File: src/rtl/core/gpib_hs_pkg.sv
// ----------------------------------------------------------------------------
// gpib_hs_pkg
// Shared types and constants for the three-wire handshake engine.
// ----------------------------------------------------------------------------
package gpib_hs_pkg;

   localparam int WAIT_BITS_DEFAULT = 16;
   localparam int LIMIT_W           = 16;
   localparam int BYTE_W            = 8;
   localparam int CSR_INDEX_W       = 3;
   localparam int CSR_DATA_W        = 16;

   localparam int REQ_DATA_W        = 24;
   localparam int RSP_DATA_W        = 32;

   typedef logic [CSR_INDEX_W-1:0] csr_index_type;

   localparam csr_index_type CSR_TALK_LIMIT   = csr_index_type'(0);
   localparam csr_index_type CSR_LISTEN_LIMIT = csr_index_type'(1);
   localparam csr_index_type CSR_END_ON_LAST  = csr_index_type'(2);
   localparam csr_index_type CSR_APPEND_TERM  = csr_index_type'(3);
   localparam csr_index_type CSR_TERM_CHAR    = csr_index_type'(4);

   localparam logic [LIMIT_W-1:0] LIMIT_RESET     = LIMIT_W'(4687);
   localparam logic [BYTE_W-1:0]  TERM_CHAR_RESET = BYTE_W'(10);

   typedef enum logic [3:0] {
      PH_IDLE       = 4'd0,
      PH_T_NRFD     = 4'd1,
      PH_T_NDAC_REL = 4'd2,
      PH_T_NDAC     = 4'd3,
      PH_T_NEXT     = 4'd4,
      PH_L_DAV      = 4'd5,
      PH_L_DAV_REL  = 4'd6
   } phase_type;

   // one clock sample from host and bus
   typedef struct packed {
      logic              send_valid;
      logic [BYTE_W-1:0] send_data;
      logic              send_command;
      logic              send_final;
      logic              recv_start;
      logic              dav_sensed;
      logic              nrfd_sensed;
      logic              ndac_sensed;
      logic              eoi_sensed;
      logic [BYTE_W-1:0] bus_byte;
      logic              timer_tick;
   } sample_type;

   // line drives and host status after one sample
   typedef struct packed {
      logic              dav_drive;
      logic              nrfd_drive;
      logic              ndac_drive;
      logic              atn_drive;
      logic              eoi_drive;
      logic [BYTE_W-1:0] data_drive;
      logic              send_ready;
      logic              recv_valid;
      logic [BYTE_W-1:0] recv_data;
      logic              recv_last;
      logic              wait_expired;
      logic              engine_busy;
   } result_type;

endpackage

File: src/rtl/core/gpib_hs_core.sv
// ----------------------------------------------------------------------------
// gpib_hs_core
// Handshake state machine, per-byte wait timer and configuration registers.
// State advances once per accepted sample; the result is combinational.
// ----------------------------------------------------------------------------
module gpib_hs_core #(
   parameter int WAIT_BITS = gpib_hs_pkg::WAIT_BITS_DEFAULT
) (
   input  logic                              clock,
   input  logic                              reset,
   input  logic                              csr_we,
   input  gpib_hs_pkg::csr_index_type        csr_index,
   input  logic [gpib_hs_pkg::CSR_DATA_W-1:0] csr_wdata,
   input  logic                              advance,
   input  gpib_hs_pkg::sample_type           sample,
   output gpib_hs_pkg::result_type           result
);

   localparam int CMP_W = (WAIT_BITS > gpib_hs_pkg::LIMIT_W) ? WAIT_BITS
                                                               : gpib_hs_pkg::LIMIT_W;

   // configuration
   logic [gpib_hs_pkg::LIMIT_W-1:0] talk_limit_ff;
   logic [gpib_hs_pkg::LIMIT_W-1:0] listen_limit_ff;
   logic                            end_on_last_ff;
   logic                            append_term_ff;
   logic [gpib_hs_pkg::BYTE_W-1:0]  term_char_ff;

   // transfer state
   gpib_hs_pkg::phase_type          phase_ff, phase_in;
   logic [WAIT_BITS-1:0]            cnt_ff, cnt_in;
   logic                            exp_ff, exp_in;
   logic [gpib_hs_pkg::BYTE_W-1:0]  held_ff, held_in;
   logic                            cmd_ff, cmd_in;
   logic                            fin_ff, fin_in;
   logic                            end_ff, end_in;

   logic                            talking;
   logic                            listening;
   logic [WAIT_BITS-1:0]            cnt_inc;
   logic [CMP_W-1:0]                cnt_cmp;
   logic [CMP_W-1:0]                lim_cmp;
   logic                            term_out;

   always_ff @(posedge clock) begin
      if (reset) begin
         talk_limit_ff   <= gpib_hs_pkg::LIMIT_RESET;
         listen_limit_ff <= gpib_hs_pkg::LIMIT_RESET;
         end_on_last_ff  <= 1'b1;
         append_term_ff  <= 1'b0;
         term_char_ff    <= gpib_hs_pkg::TERM_CHAR_RESET;
      end else if (csr_we) begin
         unique case (csr_index)
            gpib_hs_pkg::CSR_TALK_LIMIT:   talk_limit_ff   <= csr_wdata;
            gpib_hs_pkg::CSR_LISTEN_LIMIT: listen_limit_ff <= csr_wdata;
            gpib_hs_pkg::CSR_END_ON_LAST:  end_on_last_ff  <= csr_wdata[0];
            gpib_hs_pkg::CSR_APPEND_TERM:  append_term_ff  <= csr_wdata[0];
            gpib_hs_pkg::CSR_TERM_CHAR:    term_char_ff    <= csr_wdata[gpib_hs_pkg::BYTE_W-1:0];
            default: ;
         endcase
      end
   end

   always_ff @(posedge clock) begin
      if (reset) begin
         phase_ff <= gpib_hs_pkg::PH_IDLE;
         cnt_ff   <= '0;
         exp_ff   <= 1'b0;
         held_ff  <= '0;
         cmd_ff   <= 1'b0;
         fin_ff   <= 1'b0;
         end_ff   <= 1'b0;
      end else if (advance) begin
         phase_ff <= phase_in;
         cnt_ff   <= cnt_in;
         exp_ff   <= exp_in;
         held_ff  <= held_in;
         cmd_ff   <= cmd_in;
         fin_ff   <= fin_in;
         end_ff   <= end_in;
      end
   end

   always_comb begin
      talking   = (phase_ff == gpib_hs_pkg::PH_T_NRFD) ||
                  (phase_ff == gpib_hs_pkg::PH_T_NDAC_REL) ||
                  (phase_ff == gpib_hs_pkg::PH_T_NDAC);
      listening = (phase_ff == gpib_hs_pkg::PH_L_DAV) ||
                  (phase_ff == gpib_hs_pkg::PH_L_DAV_REL);

      // saturating tick counter, compared at the wider of the two widths
      cnt_inc = (cnt_ff == '1) ? cnt_ff : cnt_ff + WAIT_BITS'(1);
      cnt_cmp = CMP_W'(cnt_inc);
      lim_cmp = talking ? CMP_W'(talk_limit_ff) : CMP_W'(listen_limit_ff);

      phase_in = phase_ff;
      cnt_in   = cnt_ff;
      exp_in   = exp_ff;
      held_in  = held_ff;
      cmd_in   = cmd_ff;
      fin_in   = fin_ff;
      end_in   = end_ff;
      term_out = 1'b0;

      result = '0;

      if ((talking || listening) && sample.timer_tick && !exp_ff) begin
         cnt_in = cnt_inc;
         if (cnt_cmp >= lim_cmp) begin
            exp_in = 1'b1;
         end
      end

      unique case (phase_ff)
         gpib_hs_pkg::PH_IDLE: begin
            result.send_ready = 1'b1;
            if (sample.send_valid) begin
               held_in  = sample.send_data;
               cmd_in   = sample.send_command;
               fin_in   = sample.send_final;
               cnt_in   = '0;
               exp_in   = 1'b0;
               phase_in = gpib_hs_pkg::PH_T_NRFD;
            end else if (sample.recv_start) begin
               cnt_in   = '0;
               exp_in   = 1'b0;
               end_in   = 1'b0;
               phase_in = gpib_hs_pkg::PH_L_DAV;
            end
         end
         gpib_hs_pkg::PH_T_NEXT: begin
            result.send_ready = 1'b1;
            if (sample.send_valid) begin
               held_in  = sample.send_data;
               fin_in   = sample.send_final;
               cnt_in   = '0;
               phase_in = gpib_hs_pkg::PH_T_NRFD;
            end
         end
         gpib_hs_pkg::PH_T_NRFD: begin
            if (exp_in || !sample.nrfd_sensed) phase_in = gpib_hs_pkg::PH_T_NDAC_REL;
         end
         gpib_hs_pkg::PH_T_NDAC_REL: begin
            if (exp_in || !sample.ndac_sensed) phase_in = gpib_hs_pkg::PH_T_NDAC;
         end
         gpib_hs_pkg::PH_T_NDAC: begin
            if (exp_in || sample.ndac_sensed) begin
               phase_in = fin_ff ? gpib_hs_pkg::PH_IDLE : gpib_hs_pkg::PH_T_NEXT;
            end
         end
         gpib_hs_pkg::PH_L_DAV: begin
            if (exp_in) begin
               phase_in = gpib_hs_pkg::PH_IDLE;
               term_out = append_term_ff;
            end else if (sample.dav_sensed) begin
               result.recv_valid = 1'b1;
               result.recv_data  = sample.bus_byte;
               result.recv_last  = sample.eoi_sensed && !append_term_ff;
               end_in            = sample.eoi_sensed;
               phase_in          = gpib_hs_pkg::PH_L_DAV_REL;
            end
         end
         gpib_hs_pkg::PH_L_DAV_REL: begin
            if (exp_in || !sample.dav_sensed) begin
               if (exp_in || end_ff) begin
                  phase_in = gpib_hs_pkg::PH_IDLE;
                  term_out = append_term_ff;
               end else begin
                  cnt_in   = '0;
                  phase_in = gpib_hs_pkg::PH_L_DAV;
               end
            end
         end
         default: phase_in = gpib_hs_pkg::PH_IDLE;
      endcase

      if (term_out) begin
         result.recv_valid = 1'b1;
         result.recv_data  = term_char_ff;
         result.recv_last  = 1'b1;
      end

      // line drives follow the phase after this sample
      unique case (phase_in)
         gpib_hs_pkg::PH_T_NRFD, gpib_hs_pkg::PH_T_NDAC_REL,
         gpib_hs_pkg::PH_T_NDAC, gpib_hs_pkg::PH_T_NEXT: begin
            result.data_drive = held_in;
            result.atn_drive  = cmd_in;
            result.dav_drive  = (phase_in == gpib_hs_pkg::PH_T_NDAC_REL);
            result.eoi_drive  = (phase_in != gpib_hs_pkg::PH_T_NEXT) && fin_in && !cmd_in &&
                                end_on_last_ff;
         end
         gpib_hs_pkg::PH_L_DAV:     result.ndac_drive = 1'b1;
         gpib_hs_pkg::PH_L_DAV_REL: result.nrfd_drive = 1'b1;
         default: ;
      endcase

      result.wait_expired = exp_in;
      result.engine_busy  = (phase_in != gpib_hs_pkg::PH_IDLE);
   end

endmodule

File: src/rtl/core/gpib_hs_out.sv
// ----------------------------------------------------------------------------
// gpib_hs_out
// Result register: holds one result until the sink takes it and lets a
// new one in the same cycle the old one leaves.
// ----------------------------------------------------------------------------
module gpib_hs_out (
   input  logic                    clock,
   input  logic                    reset,
   input  logic                    load,
   input  gpib_hs_pkg::result_type result_in,
   output logic                    space,
   output logic                    rsp_valid,
   input  logic                    rsp_taken,
   output gpib_hs_pkg::result_type result_out
);

   logic                    valid_ff, valid_in;
   gpib_hs_pkg::result_type data_ff;

   always_comb begin
      space    = !valid_ff || rsp_taken;
      valid_in = load || (valid_ff && !rsp_taken);
   end

   always_ff @(posedge clock) begin
      if (reset) begin
         valid_ff <= 1'b0;
      end else begin
         valid_ff <= valid_in;
      end
   end

   always_ff @(posedge clock) begin
      if (load) begin
         data_ff <= result_in;
      end
   end

   assign rsp_valid  = valid_ff;
   assign result_out = data_ff;

endmodule

File: src/rtl/core/gpib_handshake_engine.sv
// ----------------------------------------------------------------------------
// gpib_handshake_engine
// IEEE 488 talker/listener three-wire handshake engine, one bus sample per
// transaction in, one line-drive/status result per transaction out.
//
//   channel  direction  handshake          payload
//   req      in         tvalid/tready      tdata, tuser=send_command, tlast=send_final
//   rsp      out        tvalid/tready      tdata, tlast=recv_last
//   csr      in         csr_we             csr_index, csr_wdata
//
// One sample is accepted per cycle while req_tready is high; its result appears in
// rsp in the next cycle, held in the single result register after the state machine.
// req_tready stays high while the result register is empty or being emptied,
// so a stalled rsp side holds req off after one result.
// After synchronous reset all lines are released and no result is pending.
// ----------------------------------------------------------------------------
module gpib_handshake_engine #(
   parameter int WAIT_BITS = gpib_hs_pkg::WAIT_BITS_DEFAULT
) (
   input  logic                                clock,
   input  logic                                reset,
   // send_valid, send_data[7:0], recv_start, dav_sensed, nrfd_sensed,
   // ndac_sensed, eoi_sensed, bus_byte[7:0], timer_tick, zero pad
   input  logic [gpib_hs_pkg::REQ_DATA_W-1:0]  req_tdata,
   input  logic                                req_tuser,   // send_command
   input  logic                                req_tlast,   // send_final
   input  logic                                req_tvalid,
   output logic                                req_tready,
   // dav_drive, nrfd_drive, ndac_drive, atn_drive, eoi_drive, data_drive[7:0],
   // send_ready, recv_valid, recv_data[7:0], wait_expired, engine_busy, zero pad
   output logic [gpib_hs_pkg::RSP_DATA_W-1:0]  rsp_tdata,
   output logic                                rsp_tlast,   // recv_last
   output logic                                rsp_tvalid,
   input  logic                                rsp_tready,
   input  logic                                csr_we,
   input  gpib_hs_pkg::csr_index_type          csr_index,
   input  logic [gpib_hs_pkg::CSR_DATA_W-1:0]  csr_wdata
);

   gpib_hs_pkg::sample_type sample;
   gpib_hs_pkg::result_type step_result;
   gpib_hs_pkg::result_type held_result;
   logic                    space;
   logic                    accept;

   always_comb begin
      sample.send_valid   = req_tdata[0];
      sample.send_data    = req_tdata[8:1];
      sample.send_command = req_tuser;
      sample.send_final   = req_tlast;
      sample.recv_start   = req_tdata[9];
      sample.dav_sensed   = req_tdata[10];
      sample.nrfd_sensed  = req_tdata[11];
      sample.ndac_sensed  = req_tdata[12];
      sample.eoi_sensed   = req_tdata[13];
      sample.bus_byte     = req_tdata[21:14];
      sample.timer_tick   = req_tdata[22];
   end

   assign req_tready = space;
   assign accept     = req_tvalid && space;

   gpib_hs_core #(
      .WAIT_BITS (WAIT_BITS)
   ) u_core (
      .clock     (clock),
      .reset     (reset),
      .csr_we    (csr_we),
      .csr_index (csr_index),
      .csr_wdata (csr_wdata),
      .advance   (accept),
      .sample    (sample),
      .result    (step_result)
   );

   gpib_hs_out u_out (
      .clock      (clock),
      .reset      (reset),
      .load       (accept),
      .result_in  (step_result),
      .space      (space),
      .rsp_valid  (rsp_tvalid),
      .rsp_taken  (rsp_tready),
      .result_out (held_result)
   );

   assign rsp_tdata = {7'b0,
                       held_result.engine_busy,
                       held_result.wait_expired,
                       held_result.recv_data,
                       held_result.recv_valid,
                       held_result.send_ready,
                       held_result.data_drive,
                       held_result.eoi_drive,
                       held_result.atn_drive,
                       held_result.ndac_drive,
                       held_result.nrfd_drive,
                       held_result.dav_drive};
   assign rsp_tlast = held_result.recv_last;

   // a full, stalled result register must hold off new samples
   assert property (@(posedge clock) disable iff (reset)
      rsp_tvalid && !rsp_tready |-> !req_tready)
      else $error("sample accepted while result register stalled");

   // no received data or last mark without recv_valid
   assert property (@(posedge clock) disable iff (reset)
      rsp_tvalid && !held_result.recv_valid |->
         held_result.recv_data == '0 && !rsp_tlast)
      else $error("recv fields set without recv_valid");

   // talker and listener drives never overlap
   assert property (@(posedge clock) disable iff (reset)
      rsp_tvalid && (held_result.dav_drive || held_result.atn_drive) |->
         !held_result.nrfd_drive && !held_result.ndac_drive)
      else $error("talker and listener lines driven together");

   // when not busy every line is released
   assert property (@(posedge clock) disable iff (reset)
      rsp_tvalid && !held_result.engine_busy |->
         !held_result.dav_drive && !held_result.nrfd_drive && !held_result.ndac_drive &&
         !held_result.atn_drive && !held_result.eoi_drive && held_result.data_drive == '0)
      else $error("lines driven while idle");

endmodule
File: config.mk
export PLATFORM = sky130hd
export DESIGN_NAME = gpib_handshake_engine
export DESIGN_NICKNAME = d
export VERILOG_FILES = /design/src/rtl/core/gpib_hs_pkg.sv /design/src/rtl/core/gpib_hs_core.sv /design/src/rtl/core/gpib_hs_out.sv /design/src/rtl/core/gpib_handshake_engine.sv
export SDC_FILE = /design/constraint.sdc
export NUM_CORES = 1
export LEC_CHECK = 0
export BUFFER_PORTS_ARGS = -buffer_cell sky130_fd_sc_hd__buf_2
export CORE_MARGIN = 4
export CORE_UTILIZATION = 55
export CTS_CLUSTER_SIZE = 24
export DETAILED_ROUTE_END_ITERATION = 7
export HOLD_SLACK_MARGIN = 0.08
export PLACE_DENSITY = 0.75
export SLEW_MARGIN = 10
export SYNTH_ARGS = -nofsm -noshare
export SYNTH_HDL_FRONTEND = slang
export SYNTH_SLANG_ARGS = --single-unit
File: constraint.sdc
create_clock -name clock -period 3.9 [get_ports clock]
set_input_delay 0.39 -clock clock [delete_from_list [all_inputs] [get_ports clock]]
set_output_delay 0.39 -clock clock [all_outputs]
set_load 0.01 [all_outputs]
==> results summary, run 1 <==
The run finished with clean final reports. The total instance count after detailed placement came out at 831. After detailed routing, the number of vias per cell comes to 5.64. The multi-input gate area in the final layout is 3080 sq um. The number of global-route vias before repair was 4,402.

The number of enable flip-flop cells after synthesis is 26. The transition time at the pin with the least slew margin is 1.12 ns. Of the synthesized area, sequential elements account for 0.416.

The count of routing violations after the opening detailed-route iteration came out at 258. The highest clock frequency the design can meet came out at 259 MHz. Compared with the post-synthesis result, the final layout area differs by 16.8%. The worst setup path is captured at a register. The path class of the tightest hold or removal check is primary input to register. The Yosys step of the flow raised 0 warnings. The clock passes through at most 2 buffers. The instance area at placement is 6040 sq um. The total power divided by cell area is 347 nW/um^2.

The count of nets left with antenna violations after detail routing came out at 0. The largest incremental delay on the critical path came out at 0.39 ns. The share of total power dissipated in sequential elements is 0.511. The first-pass GRT wire length came out at 20,700 microns. The signal on the critical path passes through ha_4, nand3_2, nor4_4, a21o_1, or3_4, nor2_1, xor2_1, ha_1, a21oi_1, o21bai_1, nor4_2, a31oi_4, mux2i_1, nand3b_2, buf_12, mux2i_1. TritonCTS built the clock tree. Across the routed clock network, the largest skew measured is 0.0157 ns.

By area the synthesized netlist is led by dfxtp_1 27%, edfxtp_1 14%, nand2_1 10%. Excluding fillers, the count of instances in the completed layout stands at 853. Grouping stages by cell kind, the critical path spends the most delay in simple AND/OR/NAND/NOR gates. The share of total power dissipated in the clock network is 0.323.

The hold-fix buffer count after cts is 0. The pre-CTS setup slack came out at 0.0344 ns. In this design, the critical path's most frequently occurring cell is mux2i_1. The routed length per instance is 15.2 microns. The average instance area after synthesis is 8.69 sq um. The area share of the largest cell type after synthesis came out at 0.274. The post-layout worst setup margin came out at 0.0326 ns. The count of unique library cells instantiated by Yosys is 67. Summed over all layers, the global routing overflow is 0. The max-cap violation count came out at 0. The largest individual stage delay along the critical path comes from the cell dfxtp_4.

The layout cell share with drive strength beyond 1 came out at 0.229. The post-route total power came out at 2.22 mW. The routed layout has 4,812 vias.

The final wirelength came out at 13,000 microns. The max-slew violation total from the final report came out at 0. The minimum clock period after layout is 3.87 ns. Summed over all instances, the cell type with the most area after synthesis is dfxtp_1. The normalized max-slew margin came out at 0.252. After clock tree synthesis, the clock-pin slew on the worst setup and hold paths is 0.11 ns. The total track usage is 0.219. The reported net switching power came out at 0.630 mW.

The synthesized design contains 101 register bits. VDD sags by at most 243 uV. The internal portion of the total power is 1.59 mW. For this run, asynchronously set or reset flops after synthesis account for 0. The combined area of all synthesized cells came out at 5490 sq um. The clock sink count is 101. Summed over all cells, the static leakage comes to 2.63 nW.

The net count of the finished layout came out at 782. The data arrival time of the critical path came out at 3.99 ns. The utilization after layout is 0.658. The area of all sequential standard cells came out at 2290 sq um. The y dimension of the die came out at 108 microns. The number of antenna violations at the first check in global routing is 0. The post-DP HPWL is 9350 microns. The clock latency of the later-clocked register in the worst-skew pair came out at 0.37 ns. The required time at the endpoint of the critical path came out at 4.02 ns. The critical path is of the register to register type. Of the total power, the share spent switching nets is 0.283. The I/O pin total is 85.

Along the worst path, the maximum fanout reaches 9. The worst slack on hold paths came out at 0.247 ns. The part of the cycle the worst path needs is 0.992. The count of buffers added on input and output ports is 76. The part of the power in combinational logic came out at 0.166. The final count of hold timing violations came out at 0. The die is 108 microns wide. Leaving out fill and tap cells, the most frequent cells in the layout are 150 x nand2_1, 77 x buf_2, 71 x dfxtp_1. The first-pass iteration count of the detailed router came out at 5.

The count of standard-cell rows came out at 36. The count of antenna diodes in the layout is 0. Counting every instance in the synthesized netlist gives 631. The number of buffers and inverters on the critical path is 1. For this run, design rule violations remaining after detail routing come to 0. The worst setup path is launched from a register. In this run the clock root is driven by a clkbuf_8. Setup total negative slack on the finished layout was measured at 0 ns. In the synthesized netlist the dominant register cell turns out to be dfxtp_1.

At the end of routability-driven placement, the weighted congestion stood at 0.957. The overall die area came out at 11,600 sq um. The total CTS buffers came out at 9. The most common library cell in the layout ignoring fill and taps is nand2_1. The maximum number of pins on one net before global-route repair is 38. The number of H-tree branching levels came out at 3. The starting density of the core came out at 0.564. The final setup violation count is 0. The filler cells instantiated in the layout total 822. Summing all non-filler instances in the final layout gives an area of 6400 sq um. The floorplan core area is 9730 sq um.
==> cell families after synthesis <==
family,Yosys count,share of synthesized area
mux,34,0.0627
xor+xnor,12,0.0192
other cells,1,0.000684
compound gates,123,0.155
fa+ha+maj,17,0.0388
simple gates,297,0.264
flops,101,0.416
buf+inv,46,0.0436
==> area by class of cell <==
cell class	count	area share
well taps	133	0.0260
clock buffers	10	0.0215
repair buffers	103	0.0963
clock inverters	6	0.0117
inverters	10	0.00586
flip-flops and latches	101	0.357
multi-input cells	490	0.481
==> path summary, 6_finish.rpt <==
kind | start | end | slack [ns] | cells past startpoint
max | u_core.cnt_ff[0]$_SDFFE_PP0P_ | u_out.result_out[22]$_SDFFCE_PN0P_ | 0.03 | 16
min | csr_wdata[9] | u_core.talk_limit_ff[9]$_SDFFE_PP1P_ | 0.25 | 3
max reg2reg | u_core.cnt_ff[0]$_SDFFE_PP0P_ | u_out.result_out[22]$_SDFFCE_PN0P_ | 0.03 | 16
min reg2reg | u_core.listen_limit_ff[13]$_SDFFE_PP0P_ | u_core.listen_limit_ff[13]$_SDFFE_PP0P_ | 0.46 | 2
==> flip-flops by register name, indices dropped and copies added (netlist names) <==
| name | count |
|---|---|
| u_out.rsp_valid | 1 |
| u_core.term_char_ff | 8 |
| u_core.cnt_ff | 16 |
| u_core.cmd_ff | 1 |
| u_core.end_ff | 1 |
| u_out.result_out | 26 |
| u_core.append_term_ff | 1 |
| u_core.listen_limit_ff | 16 |
| u_core.fin_ff | 1 |
| u_core.held_ff | 8 |
| u_core.end_on_last_ff | 1 |
| u_core.phase_ff | 4 |
| u_core.talk_limit_ff | 16 |
| u_core.exp_ff | 1 |
==> layer usage <==
| layer | global-route usage | part of all wire | up-vias |
|---|---|---|---|
| met1 | 0.291 | 0.43 | 2236 |
| li1 | - | - | 2373 |
| met2 | 0.367 | 0.49 | 179 |
| met3 | 0.0324 | 0.058 | 24 |
| met5 | 0 | 0 | - |
| met4 | 0.0703 | 0.017 | 0 |
==> cells in the mapped netlist, types with 2 or more instances <==
library cell and instances:
buf_6 2, or2_1 2, nor3b_1 4, nor2b_1 7, a22o_1 14, nand3b_1 20, inv_1 9, o21a_1 2
nand3_1 30, or2_2 4, a21oi_1 53, clkbuf_1 16, nand2_1 150, nand2b_1 10, or3_1 5, xor2_1 3
and2_1 2, ha_1 17, o211a_1 2, nor2_2 2, mux2i_1 31, o32ai_1 3, xnor2_1 9, nor3_1 8
buf_1 2, o21ai_0 18, buf_4 9, a211oi_2 2, and3_1 6, nor2_1 35, mux2_2 3, buf_2 6
a211oi_1 4, nand3_2 2, o211ai_1 3, o21bai_1 4, a31oi_1 3, dfxtp_1 75, edfxtp_1 26
==> tightest hold or removal path, cell delays in order <==
cell      delay, ns
buf_2          0.09
nand2_1        0.04
nand3b_1       0.07
==> what timing repair did <==
item                                   in CTS  in global routing
setup endpoints to repair                   0                 27
buffers inserted                            0                  4
endpoints found under the hold margin       0                  0
gates resized for setup                     0                 25
==> power by group through the flow <==
stage	Sequential, mW	Combinational [mW]	Clock, mW
CTS	1.14	0.355	0.729
finish	1.14	0.369	0.718
global placement	1.16	0.344	0
floorplan	1.17	0.231	0
detailed placement	1.16	0.353	0
global route	1.14	0.405	0.781
(Power assumes the default switching activity.)
==> run 2, diff against run 1 <==
Settings changed: CORE_UTILIZATION 55 to 57, PLACE_DENSITY 0.75 to 0.77.
==> run 2 against run 1 <==
Worst hold slack got worse by 0.011 ns. Critical path depth increased by 1. Setup slack improved by 0.14 ns. Register-to-register slack improved by 0.14 ns. Flip-flop and latch count unchanged. Maximum frequency increased by 3.7%. Clock skew decreased by 0.00068 ns. Non-clock buffer count decreased by 3. Final area decreased by 1.2%. Sequential share of layout area increased by 0.48 points. Critical path type unchanged.
==> results summary, run 2 (synthesis gave the netlist of run 1 again) <==
The run finished with clean final reports. The total power divided by cell area is 342 nW/um^2. Across every metal layer, demand over resource in global routing totals 0.232. The routed length per instance is 15.3 microns. The clock tree root driver cell is clkbuf_8. The number of buffers on the longest clock path is 2. After clock tree synthesis, the clock-pin slew on the worst setup and hold paths is 0.11 ns. The max-cap violation count came out at 0. The utilization after layout came out at 0.682. The number of H-tree branching levels is 3. The detailed-route DRC error count is 0. The slowest stage of the critical path is the or3_1 cell.

The number of global-route vias before repair came out at 4,431. The layout cell share with drive strength beyond 1 came out at 0.229. The final count of hold timing violations was 0. The post-DP HPWL is 9330 microns. The static power due to leakage is 2.61 nW. The global route total overflow came out at 0.

The end of the worst hold path is u_core.listen_limit_ff[12]$_SDFFE_PP1P_. In this run, post-CTS hold repair placed 0 buffers. Buffers inserted during clock tree synthesis total 9. In this run the critical register-to-register path is launched from u_core.cnt_ff[0]$_SDFFE_PP0P_.

The layout overhead on the synthesized area is 15.4%. The endpoint identified for the worst register-to-register timing path is u_out.result_out[20]$_SDFFCE_PN0P_. The cell count of the worst hold path came out at 3.

The pre-CTS setup slack came out at 0.0524 ns. The transition time at the pin with the least slew margin came out at 1.13 ns. Once layout is done, the placed cells without fillers occupy 6330 sq um. The total instance count after detailed placement came out at 827. The global placer's final weighted congestion is 0.941. The endpoint kind of the worst setup timing path is a register. The instance area at placement is 6030 sq um. Leaving out fill and tap cells, the most frequent cell in the layout is nand2_1. Counting the fill cells in the layout gives 772.

The number of vias per cell is 5.70. Setup repair after global routing could not meet its margin everywhere. The final route contains 4,819 vias.

The critical path is of the register to register type. The post-layout worst setup margin came out at 0.172 ns. The count of standard-cell rows came out at 35.

The worst clock skew is 0.0150 ns. The final setup violation count came out at 0. The startpoint of the worst hold path is csr_wdata[12]. The minimum setup slack among reg-to-reg paths came out at 0.17 ns. The clock sink count came out at 101. The number of port buffers came out at 76. The maximum resistive drop on vdd is 228 uV.

The data arrival time of the critical path came out at 3.86 ns. Entering global routing, the biggest net connects 41 pins. The detail route stage leaves a number of antenna-violating nets equal to 0.

The die is 106 microns tall. The first global-routing pass estimated 21,200 microns of wire. The I/O pin total came out at 85. The floorplan core area came out at 9280 sq um. The count of cells along the worst register-to-register path came out at 17.

The worst setup path is launched from a register. In the final design database the tool counted 779 nets. The overall die area is 11,300 sq um.

Wires add up to 13,000 microns. The number of antenna violations at the first check in global routing is 0. The first-pass iteration count of the detailed router is 5. The clock reaches the later pin of the worst-skew pair after 0.38 ns. Derived from the worst setup path, the maximum achievable clock frequency is 268 MHz. On the worst path, the slowest cell contributes a delay of 0.37 ns. The max-slew violation total from the final report is 0. The register with the most flip-flops in the layout has 26 of them. The signal on the critical path passes through ha_1, nand3_1, nor4_4, a21o_1, buf_4, or3_1, xnor2_1, ha_1, nand3_1, nor3_2, nand3_1, a31oi_4, buf_4, o32ai_2, buf_4, o21ai_0, mux2i_1. The min-delay analysis places its worst path in the category primary input to register. The count of routing violations after the opening detailed-route iteration is 215.

Dividing the final minimum period by the clock period gives 0.956. The starting density of the core is 0.591. The kind of cell adding the most delay to the critical path is simple AND/OR/NAND/NOR gates. The critical path contains buffers and inverters numbering 3 combined. The clock tree from TritonCTS is yes. The die outline width came out at 106 microns. The critical-path maximum fanout is 9. In the layout the commonest cells are 150 x nand2_1, 77 x buf_2, 67 x dfxtp_1. The setup TNS is 0 ns.

The required time at the endpoint of the critical path is 4.04 ns. The final cell count without fillers is 846. The routed design could run at a clock period as short as 3.73 ns.

The normalized max-slew margin is 0.246. The repair_antennas step left the layout with diodes totalling 0.
[run 2: final cells by class]
| cell class | instances | area (sq um) | area share |
|---|---|---|---|
| Timing Repair Buffer | 100 | 591 | 0.0933 |
| Inverter | 10 | 37.5 | 0.00593 |
| Multi-Input combinational cell | 490 | 3050 | 0.482 |
| Sequential cell | 101 | 2290 | 0.362 |
| Clock buffer | 9 | 124 | 0.0196 |
| Tap cell | 129 | 161 | 0.0255 |
| Clock inverter | 7 | 73.8 | 0.0117 |
[run 2: how the worst max path moves through the flow]
stage,startpoint,end,slack [ns],depth (start not counted)
2_1_floorplan,u_core.phase_ff[2]$_SDFFE_PP0P_,u_out.result_out[21]$_SDFFCE_PN0P_,0.35,15
3_3_place_gp,u_core.cnt_ff[3]$_SDFFE_PP0P_,u_out.result_out[16]$_SDFFCE_PN0P_,0.20,15
3_5_place_dp,u_core.cnt_ff[4]$_SDFFE_PP0P_,u_out.result_out[20]$_SDFFCE_PN0P_,0.05,15
4_1_cts,u_core.cnt_ff[3]$_SDFFE_PP0P_,u_out.result_out[20]$_SDFFCE_PN0P_,0.01,16
5_1_grt,u_core.cnt_ff[8]$_SDFFE_PP0P_,u_out.result_out[19]$_SDFFCE_PN0P_,-0.04,16
6_report,u_core.cnt_ff[0]$_SDFFE_PP0P_,u_out.result_out[20]$_SDFFCE_PN0P_,0.17,17
[run 2: stage by stage]
| stage | power [mW] | hold WS (ns) |
|---|---|---|
| final | 2.16 | 0.235 |
| after global routing | 2.25 | 0.229 |
| after CTS | 2.16 | 0.225 |
| after detailed placement | 1.51 | 0.447 |
| after global placement | 1.50 | 0.441 |
| after floorplan | 1.40 | 0.435 |
[run 2: layer usage]
layer	vias to the layer above	global-route usage	wire length, microns
met1	2245	0.318	5680
met4	0	0.0722	264
met5	-	0	0
li1	2373	-	-
met3	28	0.0340	886
met2	173	0.379	6150
[run 2: report_power, final]
part           internal, mW  total (mW)  switching [mW]
Clock                 0.252       0.665           0.412
Combinational         0.147       0.364           0.217
Sequential             1.12        1.13          0.0146
[run 2: what timing repair did]
item	CTS	global route
resized for setup	0	23
setup endpoints to repair	0	40
endpoints found under the hold margin	0	0
setup buffers	0	2
[run 2: tightest hold or removal path: stages]
cell	delay (ns)
buf_2	0.09
nand2_1	0.04
nand3b_1	0.07
